===== src/sv/gvdc_pkg.sv =====
// ----------------------------------------------------------------------------
// gvdc_pkg: shared types and constants of the gap voltage drop classifier
// Word formats, field widths, register indexes, plan codes and the sizes
// used by the serial divider.
// ----------------------------------------------------------------------------
package gvdc_pkg;

  localparam int unsigned READING_W  = 12;
  localparam int unsigned DROP_W     = 15;
  localparam int unsigned AGE_W      = 16;
  localparam int unsigned PLAN_W     = 2;
  localparam int unsigned CFG_W      = 16;
  localparam int unsigned CFG_IDX_W  = 2;

  // The divider keeps a quotient of up to QUOT_W bits and a remainder as wide
  // as a reading, so its dividend is the two together.
  localparam int unsigned QUOT_W     = 15;
  localparam int unsigned DIVIDEND_W = READING_W + QUOT_W;

  localparam logic [DROP_W-1:0] DROP_FULL = 15'd25600;
  localparam logic [AGE_W-1:0]  AGE_MAX   = 16'hFFFF;

  localparam logic [CFG_IDX_W-1:0] CFG_BAND_LOW   = 2'd0;
  localparam logic [CFG_IDX_W-1:0] CFG_BAND_HIGH  = 2'd1;
  localparam logic [CFG_IDX_W-1:0] CFG_STALE_LIM  = 2'd2;

  localparam logic [DROP_W-1:0] BAND_LOW_RST   = 15'd2560;
  localparam logic [DROP_W-1:0] BAND_HIGH_RST  = 15'd7680;
  localparam logic [AGE_W-1:0]  STALE_LIM_RST  = 16'd500;

  localparam logic [PLAN_W-1:0] PLAN_ADVANCE = 2'd0;
  localparam logic [PLAN_W-1:0] PLAN_LOWER   = 2'd1;
  localparam logic [PLAN_W-1:0] PLAN_UPPER   = 2'd2;
  localparam logic [PLAN_W-1:0] PLAN_ABOVE   = 2'd3;

  typedef struct packed {
    logic                 cmd;
    logic [READING_W-1:0] reading_a;
    logic [READING_W-1:0] reading_b;
    logic                 hold_reference;
  } gvdc_in_t;

  typedef struct packed {
    logic [PLAN_W-1:0] plan;
    logic [DROP_W-1:0] drop_level;
    logic              stale;
  } gvdc_out_t;

endpackage


===== src/sv/gvdc_ram.sv =====
// ----------------------------------------------------------------------------
// gvdc_ram: generic single-write, single-read RAM
// One write port and one read port; the read data is registered.
// ----------------------------------------------------------------------------
module gvdc_ram #(
  parameter int unsigned WIDTH = 12,
  parameter int unsigned DEPTH = 8
) (
  input  logic                     clk_i,
  input  logic                     we_i,
  input  logic [$clog2(DEPTH)-1:0] waddr_i,
  input  logic [WIDTH-1:0]         wdata_i,
  input  logic [$clog2(DEPTH)-1:0] raddr_i,
  output logic [WIDTH-1:0]         rdata_o
);

  logic [WIDTH-1:0] mem_q [DEPTH];
  logic [WIDTH-1:0] rdata_q;

  always_ff @(posedge clk_i) begin
    if (we_i) begin
      mem_q[waddr_i] <= wdata_i;
    end
    rdata_q <= mem_q[raddr_i];
  end

  assign rdata_o = rdata_q;

endmodule


===== src/sv/gvdc_div.sv =====
// ----------------------------------------------------------------------------
// gvdc_div: serial restoring divider
// Produces one quotient bit per cycle. The caller guarantees that the upper
// part of the dividend is below the divisor, so the quotient fits QUOT_W bits.
// ----------------------------------------------------------------------------
module gvdc_div import gvdc_pkg::*; (
  input  logic                  clk_i,
  input  logic                  rst_ni,
  input  logic                  start_i,
  input  logic [DIVIDEND_W-1:0] dividend_i,
  input  logic [READING_W-1:0]  divisor_i,
  output logic [QUOT_W-1:0]     quotient_o,
  output logic                  done_o
);

  localparam int unsigned CNT_W = $clog2(QUOT_W + 1);

  logic                 busy_q, busy_d;
  logic                 done_q, done_d;
  logic [CNT_W-1:0]     cnt_q, cnt_d;
  logic [READING_W-1:0] rem_q, rem_d;
  logic [QUOT_W-1:0]    dq_q, dq_d;
  logic [READING_W-1:0] dvs_q, dvs_d;
  logic [READING_W:0]   trial;
  logic [READING_W:0]   trial_sub;
  logic                 fits;

  always_comb begin
    trial     = {rem_q, dq_q[QUOT_W-1]};
    trial_sub = trial - {1'b0, dvs_q};
    fits      = trial >= {1'b0, dvs_q};
    busy_d    = busy_q;
    done_d    = 1'b0;
    cnt_d     = cnt_q;
    rem_d     = rem_q;
    dq_d      = dq_q;
    dvs_d     = dvs_q;
    if (start_i) begin
      busy_d = 1'b1;
      cnt_d  = CNT_W'(QUOT_W);
      rem_d  = dividend_i[DIVIDEND_W-1:QUOT_W];
      dq_d   = dividend_i[QUOT_W-1:0];
      dvs_d  = divisor_i;
    end else if (busy_q) begin
      // The remainder stays below the divisor, so the difference fits.
      rem_d = fits ? trial_sub[READING_W-1:0] : trial[READING_W-1:0];
      dq_d  = {dq_q[QUOT_W-2:0], fits};
      cnt_d = cnt_q - CNT_W'(1);
      if (cnt_q == CNT_W'(1)) begin
        busy_d = 1'b0;
        done_d = 1'b1;
      end
    end
  end

  always_ff @(posedge clk_i or negedge rst_ni) begin
    if (!rst_ni) begin
      busy_q <= 1'b0;
      done_q <= 1'b0;
      cnt_q  <= '0;
    end else begin
      busy_q <= busy_d;
      done_q <= done_d;
      cnt_q  <= cnt_d;
    end
  end

  always_ff @(posedge clk_i) begin
    rem_q <= rem_d;
    dq_q  <= dq_d;
    dvs_q <= dvs_d;
  end

  assign quotient_o = dq_q;
  assign done_o     = done_q;

`ifndef NO_ASSERTIONS
  a_start_when_free: assert property (@(posedge clk_i) disable iff (!rst_ni)
    start_i |-> !busy_q)
    else $error("divider started while busy");
  a_rem_below_divisor: assert property (@(posedge clk_i) disable iff (!rst_ni)
    busy_q |-> rem_q < dvs_q)
    else $error("divider remainder reached the divisor");
  a_done_after_busy: assert property (@(posedge clk_i) disable iff (!rst_ni)
    done_q |-> $past(busy_q))
    else $error("divider done without a running division");
`endif

endmodule


===== src/sv/gap_voltage_drop_classifier.sv =====
// ----------------------------------------------------------------------------
// gap_voltage_drop_classifier: moving-average gap voltage drop classifier
// Averages reading pairs over a window, tracks a reference level and
// classifies the relative voltage drop against a configured band.
// ----------------------------------------------------------------------------
// Usage:
// An input word carries either a one-microsecond tick (cmd = 0) or a pair of
// gap voltage readings (cmd = 1). Each accepted word gives exactly one output
// word with the plan, the drop level and the stale flag.
// A word moves when valid is high and stall is low. The input channel stalls
// while a word is being worked on, so one word is in flight at a time.
// The sequencer steps from idle through the window update, the average and the
// drop start, waits for the divider only when the drop is nonzero, then writes
// the output; the drop is zero without a division when the reference is zero
// or not above the average. The window average comes from a constant
// reciprocal multiply; the drop ratio uses the serial divider. A new word is
// taken once the result is registered and the sequencer is back in idle.
// The result sits in an output register; if the receiver stalls, the next
// word is still worked on and waits at the end until that register frees.
// Reset clears the window through its fill flag, the age, the reference and
// sets the band and stale limit registers to their defaults. Configuration is
// written through cfg_we_i, cfg_idx_i and cfg_wdata_i; the user must write it
// only while the block is idle, as the block itself does not enforce this.
// ----------------------------------------------------------------------------
module gap_voltage_drop_classifier import gvdc_pkg::*; #(
  parameter int unsigned WINDOW_LEN = 8
) (
  input  logic                 clk_i,
  input  logic                 rst_ni,
  input  logic                 in_valid_i,
  output logic                 in_stall_o,
  input  gvdc_in_t             in_data_i,
  output logic                 out_valid_o,
  input  logic                 out_stall_i,
  output gvdc_out_t            out_data_o,
  input  logic                 cfg_we_i,
  input  logic [CFG_IDX_W-1:0] cfg_idx_i,
  input  logic [CFG_W-1:0]     cfg_wdata_i
);

  localparam int unsigned SLOT_W  = $clog2(WINDOW_LEN);
  localparam int unsigned TOTAL_W = $clog2(4095 * WINDOW_LEN + 1);

  // The window average is a multiply by a rounded-up reciprocal. With this
  // shift it is exact for every total below 2**TOTAL_W.
  localparam int unsigned AVG_SH  = TOTAL_W + $clog2(WINDOW_LEN);
  localparam int unsigned RECIP_W = TOTAL_W + 2;
  localparam int unsigned PROD_W  = TOTAL_W + RECIP_W;
  localparam logic [RECIP_W-1:0] AVG_RECIP =
      RECIP_W'(((64'd1 << AVG_SH) + 64'(WINDOW_LEN) - 64'd1) / 64'(WINDOW_LEN));

  typedef enum logic [5:0] {
    S_IDLE  = 6'b000001,
    S_RD    = 6'b000010,
    S_AVG   = 6'b000100,
    S_SDROP = 6'b001000,
    S_WDROP = 6'b010000,
    S_OUT   = 6'b100000
  } state_e;

  state_e state_q, state_d;

  logic [DROP_W-1:0]    band_low_q, band_high_q;
  logic [AGE_W-1:0]     stale_lim_q;

  logic [SLOT_W-1:0]    slot_q, slot_d;
  logic                 full_q, full_d;
  logic [TOTAL_W-1:0]   total_q, total_d;
  logic [READING_W-1:0] ref_q, ref_d;
  logic [AGE_W-1:0]     age_q, age_d;

  logic                 cmd_q, hold_q;
  logic [READING_W-1:0] pair_q, avg_q, avg_d;
  logic [DROP_W-1:0]    drop_q, drop_d;

  logic                 out_valid_q, out_valid_d;
  gvdc_out_t            out_q, out_d;

  logic                 in_acc;
  logic [READING_W:0]   pair_sum;
  logic [READING_W-1:0] ram_rdata, old_entry;
  logic                 ram_we;

  logic [PROD_W-1:0]    avg_prod;
  logic [READING_W-1:0] avg_now;

  logic                  div_start, div_done;
  logic [DIVIDEND_W-1:0] drop_num;
  logic [QUOT_W-1:0]     div_quot;
  logic                  drop_needed;

  logic                 out_free;
  logic                 below, above, upper, stale;
  logic [DROP_W-1:0]    dist_high, dist_low;

  assign in_stall_o = (state_q != S_IDLE);
  assign in_acc     = in_valid_i && !in_stall_o;
  assign pair_sum   = {1'b0, in_data_i.reading_a} + {1'b0, in_data_i.reading_b};

  assign ram_we    = (state_q == S_RD) && cmd_q;
  assign old_entry = full_q ? ram_rdata : '0;

  gvdc_ram #(
    .WIDTH(READING_W),
    .DEPTH(WINDOW_LEN)
  ) u_window (
    .clk_i  (clk_i),
    .we_i   (ram_we),
    .waddr_i(slot_q),
    .wdata_i(pair_q),
    .raddr_i(slot_q),
    .rdata_o(ram_rdata)
  );

  assign avg_prod = {{RECIP_W{1'b0}}, total_q} * {{TOTAL_W{1'b0}}, AVG_RECIP};
  assign avg_now  = avg_prod[AVG_SH +: READING_W];

  assign drop_needed = (ref_q != '0) && (avg_q < ref_q);
  assign drop_num    = {{(DIVIDEND_W-DROP_W){1'b0}}, DROP_FULL}
                     * {{(DIVIDEND_W-READING_W){1'b0}}, ref_q - avg_q};
  assign div_start   = (state_q == S_SDROP) && drop_needed;

  gvdc_div u_div (
    .clk_i     (clk_i),
    .rst_ni    (rst_ni),
    .start_i   (div_start),
    .dividend_i(drop_num),
    .divisor_i (ref_q),
    .quotient_o(div_quot),
    .done_o    (div_done)
  );

  // Classification of the finished drop against the band.
  always_comb begin
    dist_high = band_high_q - drop_q;
    dist_low  = drop_q - band_low_q;
    below     = drop_q < band_low_q;
    above     = drop_q > band_high_q;
    upper     = dist_high < dist_low;
    stale     = age_q > stale_lim_q;
    out_d.drop_level = drop_q;
    out_d.stale      = stale;
    if (below) begin
      out_d.plan = stale ? PLAN_LOWER : PLAN_ADVANCE;
    end else if (above) begin
      out_d.plan = PLAN_ABOVE;
    end else if (upper) begin
      out_d.plan = PLAN_UPPER;
    end else begin
      out_d.plan = PLAN_LOWER;
    end
  end

  assign out_free = !out_valid_q || !out_stall_i;

  always_comb begin
    state_d     = state_q;
    slot_d      = slot_q;
    full_d      = full_q;
    total_d     = total_q;
    ref_d       = ref_q;
    age_d       = age_q;
    avg_d       = avg_q;
    drop_d      = drop_q;
    out_valid_d = out_valid_q && out_stall_i;
    case (state_q)
      S_IDLE: begin
        if (in_acc) begin
          state_d = S_RD;
        end
      end
      S_RD: begin
        if (cmd_q) begin
          total_d = total_q - {{(TOTAL_W-READING_W){1'b0}}, old_entry}
                  + {{(TOTAL_W-READING_W){1'b0}}, pair_q};
          if (slot_q == SLOT_W'(WINDOW_LEN - 1)) begin
            slot_d = '0;
            full_d = 1'b1;
          end else begin
            slot_d = slot_q + SLOT_W'(1);
          end
          age_d = '0;
        end else if (age_q != AGE_MAX) begin
          age_d = age_q + AGE_W'(1);
        end
        state_d = S_AVG;
      end
      S_AVG: begin
        avg_d = avg_now;
        if (!hold_q) begin
          ref_d = avg_now;
        end
        state_d = S_SDROP;
      end
      S_SDROP: begin
        if (drop_needed) begin
          state_d = S_WDROP;
        end else begin
          drop_d  = '0;
          state_d = S_OUT;
        end
      end
      S_WDROP: begin
        if (div_done) begin
          drop_d  = div_quot;
          state_d = S_OUT;
        end
      end
      S_OUT: begin
        if (out_free) begin
          out_valid_d = 1'b1;
          state_d     = S_IDLE;
        end
      end
      default: begin
        state_d = S_IDLE;
      end
    endcase
  end

  always_ff @(posedge clk_i or negedge rst_ni) begin
    if (!rst_ni) begin
      state_q     <= S_IDLE;
      slot_q      <= '0;
      full_q      <= 1'b0;
      total_q     <= '0;
      ref_q       <= '0;
      age_q       <= '0;
      out_valid_q <= 1'b0;
      band_low_q  <= BAND_LOW_RST;
      band_high_q <= BAND_HIGH_RST;
      stale_lim_q <= STALE_LIM_RST;
    end else begin
      state_q     <= state_d;
      slot_q      <= slot_d;
      full_q      <= full_d;
      total_q     <= total_d;
      ref_q       <= ref_d;
      age_q       <= age_d;
      out_valid_q <= out_valid_d;
      if (cfg_we_i) begin
        case (cfg_idx_i)
          CFG_BAND_LOW:  band_low_q  <= cfg_wdata_i[DROP_W-1:0];
          CFG_BAND_HIGH: band_high_q <= cfg_wdata_i[DROP_W-1:0];
          CFG_STALE_LIM: stale_lim_q <= cfg_wdata_i[AGE_W-1:0];
          default: begin
          end
        endcase
      end
    end
  end

  always_ff @(posedge clk_i) begin
    if (in_acc) begin
      cmd_q  <= in_data_i.cmd;
      hold_q <= in_data_i.hold_reference;
      pair_q <= pair_sum[READING_W:1];
    end
    avg_q  <= avg_d;
    drop_q <= drop_d;
    if ((state_q == S_OUT) && out_free) begin
      out_q <= out_d;
    end
  end

  assign out_valid_o = out_valid_q;
  assign out_data_o  = out_q;

`ifndef NO_ASSERTIONS
  a_slot_in_range: assert property (@(posedge clk_i) disable iff (!rst_ni)
    slot_q <= SLOT_W'(WINDOW_LEN - 1))
    else $error("window slot beyond the window length");
  a_drop_div_operands: assert property (@(posedge clk_i) disable iff (!rst_ni)
    (state_q == S_WDROP) |-> (ref_q != '0) && (avg_q < ref_q))
    else $error("drop division with a reference not above the average");
  a_result_waits: assert property (@(posedge clk_i) disable iff (!rst_ni)
    (state_q == S_OUT) && out_valid_q && out_stall_i |=> (state_q == S_OUT))
    else $error("result left the sequencer while the output word was held");
  a_total_bound: assert property (@(posedge clk_i) disable iff (!rst_ni)
    !full_q |-> total_q <= TOTAL_W'(4095) * TOTAL_W'(slot_q))
    else $error("window total exceeds the entries written so far");
`endif

endmodule


===== config.mk =====
export PLATFORM = sky130hd
export DESIGN_NAME = gap_voltage_drop_classifier
export DESIGN_NICKNAME = d
export VERILOG_FILES = /design/src/sv/gvdc_pkg.sv /design/src/sv/gvdc_ram.sv /design/src/sv/gvdc_div.sv /design/src/sv/gap_voltage_drop_classifier.sv
export SDC_FILE = /design/constraint.sdc
export NUM_CORES = 1
export LEC_CHECK = 0
export BUFFER_PORTS_ARGS = -buffer_cell sky130_fd_sc_hd__buf_2
export CAP_MARGIN = 20
export CORE_MARGIN = 1
export CORE_UTILIZATION = 38
export DETAILED_ROUTE_END_ITERATION = 6
export PLACE_DENSITY = 0.61
export SETUP_SLACK_MARGIN = 0.4
export SLEW_MARGIN = 40
export SYNTH_ARGS = -nofsm -noshare
export SYNTH_HDL_FRONTEND = slang
export SYNTH_SLANG_ARGS = --single-unit

===== constraint.sdc =====
create_clock -name clk_i -period 4.2 [get_ports clk_i]
set_input_delay 0.42 -clock clk_i [delete_from_list [all_inputs] [get_ports clk_i]]
set_output_delay 0.42 -clock clk_i [all_outputs]
set_load 0.01 [all_outputs]

==> flow_summary_export.csv <==
group,metric,value,unit
status,status,"finished with violations",
status,failed_checks,"negative setup slack",
routing,viasPerCell,4.958,
sta,period_minus_slack,4.530,ns
cells_and_area,n_antenna_cell,0,
sta,worst_slew_pin_slew,0.7745,ns
synthesis,synth_cell_type_count,76,
place,dpl_cell_area,19190,um2
routing,wl_per_cell,15.34,um
critical_path,worstRegToRegCells,22,
floorplanning,die_x,217.1,um
routing,drt_iter0_markers,464,
global_routing,grtUsageTotal,16.00,%
global_routing,antenna_found_initial,0,
sta,period_share,107.9,%
synthesis,syn-instance-count,1589,
clock_network,cts.clk_slew.worst_paths,0.06,ns
place,gp_congestion,0.8378,
critical_path,crit_top_cell,"ha_4",
cells_and_area,final_nets,1985,
min_path,hold_depth,2,
min_path,worstHoldStart,"in_valid_i",
critical_path,critical_path_depth,22,
floorplanning,io-pin-count,69,
clock_network,clk_path_buf_depth,3,
routing,num_vias,11820,
floorplanning,dieArea,47120,um2
critical_path,r2r_slack,-0.33,ns
synthesis,ys_warn_count,0,
global_routing,grt-ovfl-total,0,
cells_and_area,multiInputGateArea,8588,um2
critical_path,crit_path_end_kind,"flop",
cells_and_area,fillers,4225,
clock_network,clock_sinks,312,
floorplanning,core,45480,um2
critical_path,reg2reg_from,"avg_q[0]$_DFFE_PN_",
cells_and_area,final_cell_mix,"edfxtp_1, inv_1, ha_1",
routing,ant_nets,0,
synthesis,syn_area,17580,um2
synthesis,synth.yosys.seq_area_share,49.12,%
job,max_cap_violations,0,
critical_path,cpPeakStageDelay,0.55,ns
cells_and_area,final_common_cell,"edfxtp_1",
clock_network,clock_latency,0.54,ns
clock_network,clock-root-buffer,"clkbuf_16",
min_path,min_path_type,"input port to flop",
sta,finClkSkew,0.02363,ns
critical_path,crit_required,4.47,ns
synthesis,dominantRegCellSynth,"edfxtp_1",
clock_network,cts_max_level,2,
synthesis,syn_nets,1817,
cells_and_area,design_area,20990,um2
critical_path,crit_arrival,4.80,ns
critical_path,cp-start-kind,"flop",
clock_network,cts_tree,"yes",
routing,wl,36580,um
clock_network,numCtsBuffers,35,
routing,drt_pass1_iterations,5,
floorplanning,die_h,217.1,um
floorplanning,num_rows,78,
sta,rsz0062_at_grt,"yes",
sta,setup_ws,-0.3304,ns
synthesis,synth_edf_count,184,
synthesis,synth-async-reset-ratio,33.97,%
sta,setup_viol,5,
synthesis,syn_avg_cell_area,11.06,um2
sta,slew_headroom,48.18,%
cells_and_area,seq_area,8636,um2
critical_path,critical_path_class,"flop to flop",
critical_path,crit_start,"avg_q[0]$_DFFE_PN_",
global_routing,grt_pass1_vias,12030,
cells_and_area,layout-drive-gt1-share,21.52,%
sta,maxClockFrequency,220.7,MHz
critical_path,slowest_stage,"fa_1",
critical_path,worst-path-max-fanout,2,
sta,hold_viol,0,
cells_and_area,syn_to_final_growth,19.39,%
routing,drc,0,
global_routing,grt_pass1_wl,60620,um
sta,hold-worst-slack,0.05750,ns
floorplanning,start_util,38.65,%
critical_path,path_buf_inv,3,
place,hpwl,26150,um
sta,final-max-slew-violation-count,0,
cells_and_area,final_cells,2384,
critical_path,crit_family,"adder cells",
place,io_buffer_count,68,
critical_path,cp_cell_sequence,"ha_4, fa_2, nor2b_2, o21ai_2, a21oi_2, o21a_1, o21a_1, nor2_2, xor2_1, inv_1, ha_4, ha_4, inv_2, fa_1, inv_2, ha_4, a21o_1, a21oi_2, o21ai_1, o31ai_1, xor2_1, mux2i_1",
place,place_inst,2285,
global_routing,grt_max_degree,73,
synthesis,synth-seq-cells,312,
[final timing paths]
check	endpoint
max	u_div.rem_q[10]$_DFFE_PP_
min	state_q[0]$_DFFE_PN1P_
max reg2reg	u_div.rem_q[10]$_DFFE_PP_
min reg2reg	avg_q[8]$_DFFE_PN_
max in group asynchronous	band_high_q[12]$_DFFE_PN1P_
min in group asynchronous	age_q[4]$_DFFE_PN0P_
[layout make-up]
cell class              instances  share of cell area, %
well taps                     600                  3.577
repair buffers                175                  5.694
clock buffers                  44                  4.484
clock inverters                20                 0.8466
flip-flops and latches        312                  41.15
inverters                     185                  3.321
multi-input cells            1048                  40.93
[registers in the layout (all words and copies together), names as in the netlist, 15 cells and up]
| register | cells |
|---|---|
| band_high_q | 15 |
| stale_lim_q | 16 |
| total_q | 15 |
| age_q | 16 |
| drop_q | 15 |
| u_div.quotient_o | 15 |
| out_data_o | 18 |
| band_low_q | 15 |
| u_window.mem_q | 96 |
[stage by stage]
stage | setup slack, ns | util [%] | TNS [ns]
final | -0.3304 | 46.14 | -1.005
after global placement | -0.2854 | 42.15 | -0.8135
after detailed placement | -0.3933 | 42.21 | -1.197
after CTS | -0.3119 | 45.55 | -0.9993
after floorplan | -0.2171 | - | -0.3089
after global routing | -0.5776 | 46.14 | -2.335
[cells by family after synthesis]
logic type	count (synthesis)	share of synthesized area, %
simple gates	380	10.80
compound gates	314	11.20
flops	312	49.12
buf+inv	229	5.011
fa+ha+maj	179	13.72
mux	89	5.851
xor+xnor	86	4.285
[routing by layer]
layer  global-route usage [%]  share of wire [%]  routed length [um]
met1                    20.29                 45               16630
met2                    27.81                 49               17770
met3                    2.753                3.7                1338
met4                    4.671                2.3                 844
met5                        0                  0                   0
[synthesized netlist by cell type (all sizes together) (6+ instances only)]
master | count | area, um2
edfxtp | 184 | 5525
a21boi | 7 | 52.55
nand3 | 24 | 120.1
a21o | 37 | 277.8
nand3b | 6 | 45.04
o21bai | 6 | 45.04
nor2b | 22 | 137.6
nor4 | 8 | 65.06
inv | 185 | 694.4
dfxtp | 22 | 440.4
nor3b | 6 | 45.04
xnor2 | 47 | 411.6
a21oi | 71 | 355.3
or2 | 6 | 37.54
nand4 | 12 | 81.33
and3 | 6 | 37.54
nand2b | 21 | 131.4
nor3 | 22 | 115.1
a31oi | 7 | 50.05
mux4 | 6 | 135.1
dfstp | 13 | 341.6
buf | 12 | 66.30
mux2i | 33 | 330.3
nor2 | 88 | 330.3
and2 | 33 | 206.5
fa | 23 | 460.4
a22oi | 9 | 67.56
o21ai | 105 | 525.5
dfrtp | 93 | 2327
mux2 | 50 | 563.0
xor2 | 39 | 341.6
nand2 | 109 | 411.7
a211oi | 13 | 97.59
ha | 156 | 1952
o21a | 16 | 120.1
or3 | 8 | 50.05
clkbuf | 32 | 120.1
[repair_timing]
action / in CTS / in global routing
setup buffers: 28 / 6
endpoints found under the hold margin: 66 / 0
resized for setup: 37 / 43
hold buffers: 1 / 0
setup endpoints to repair: 10 / 12
pin swaps: 38 / 40
Power is left out: the tool's default activity adds up to more than one toggle a clock period on the data nets, which glitch-free logic cannot reach.
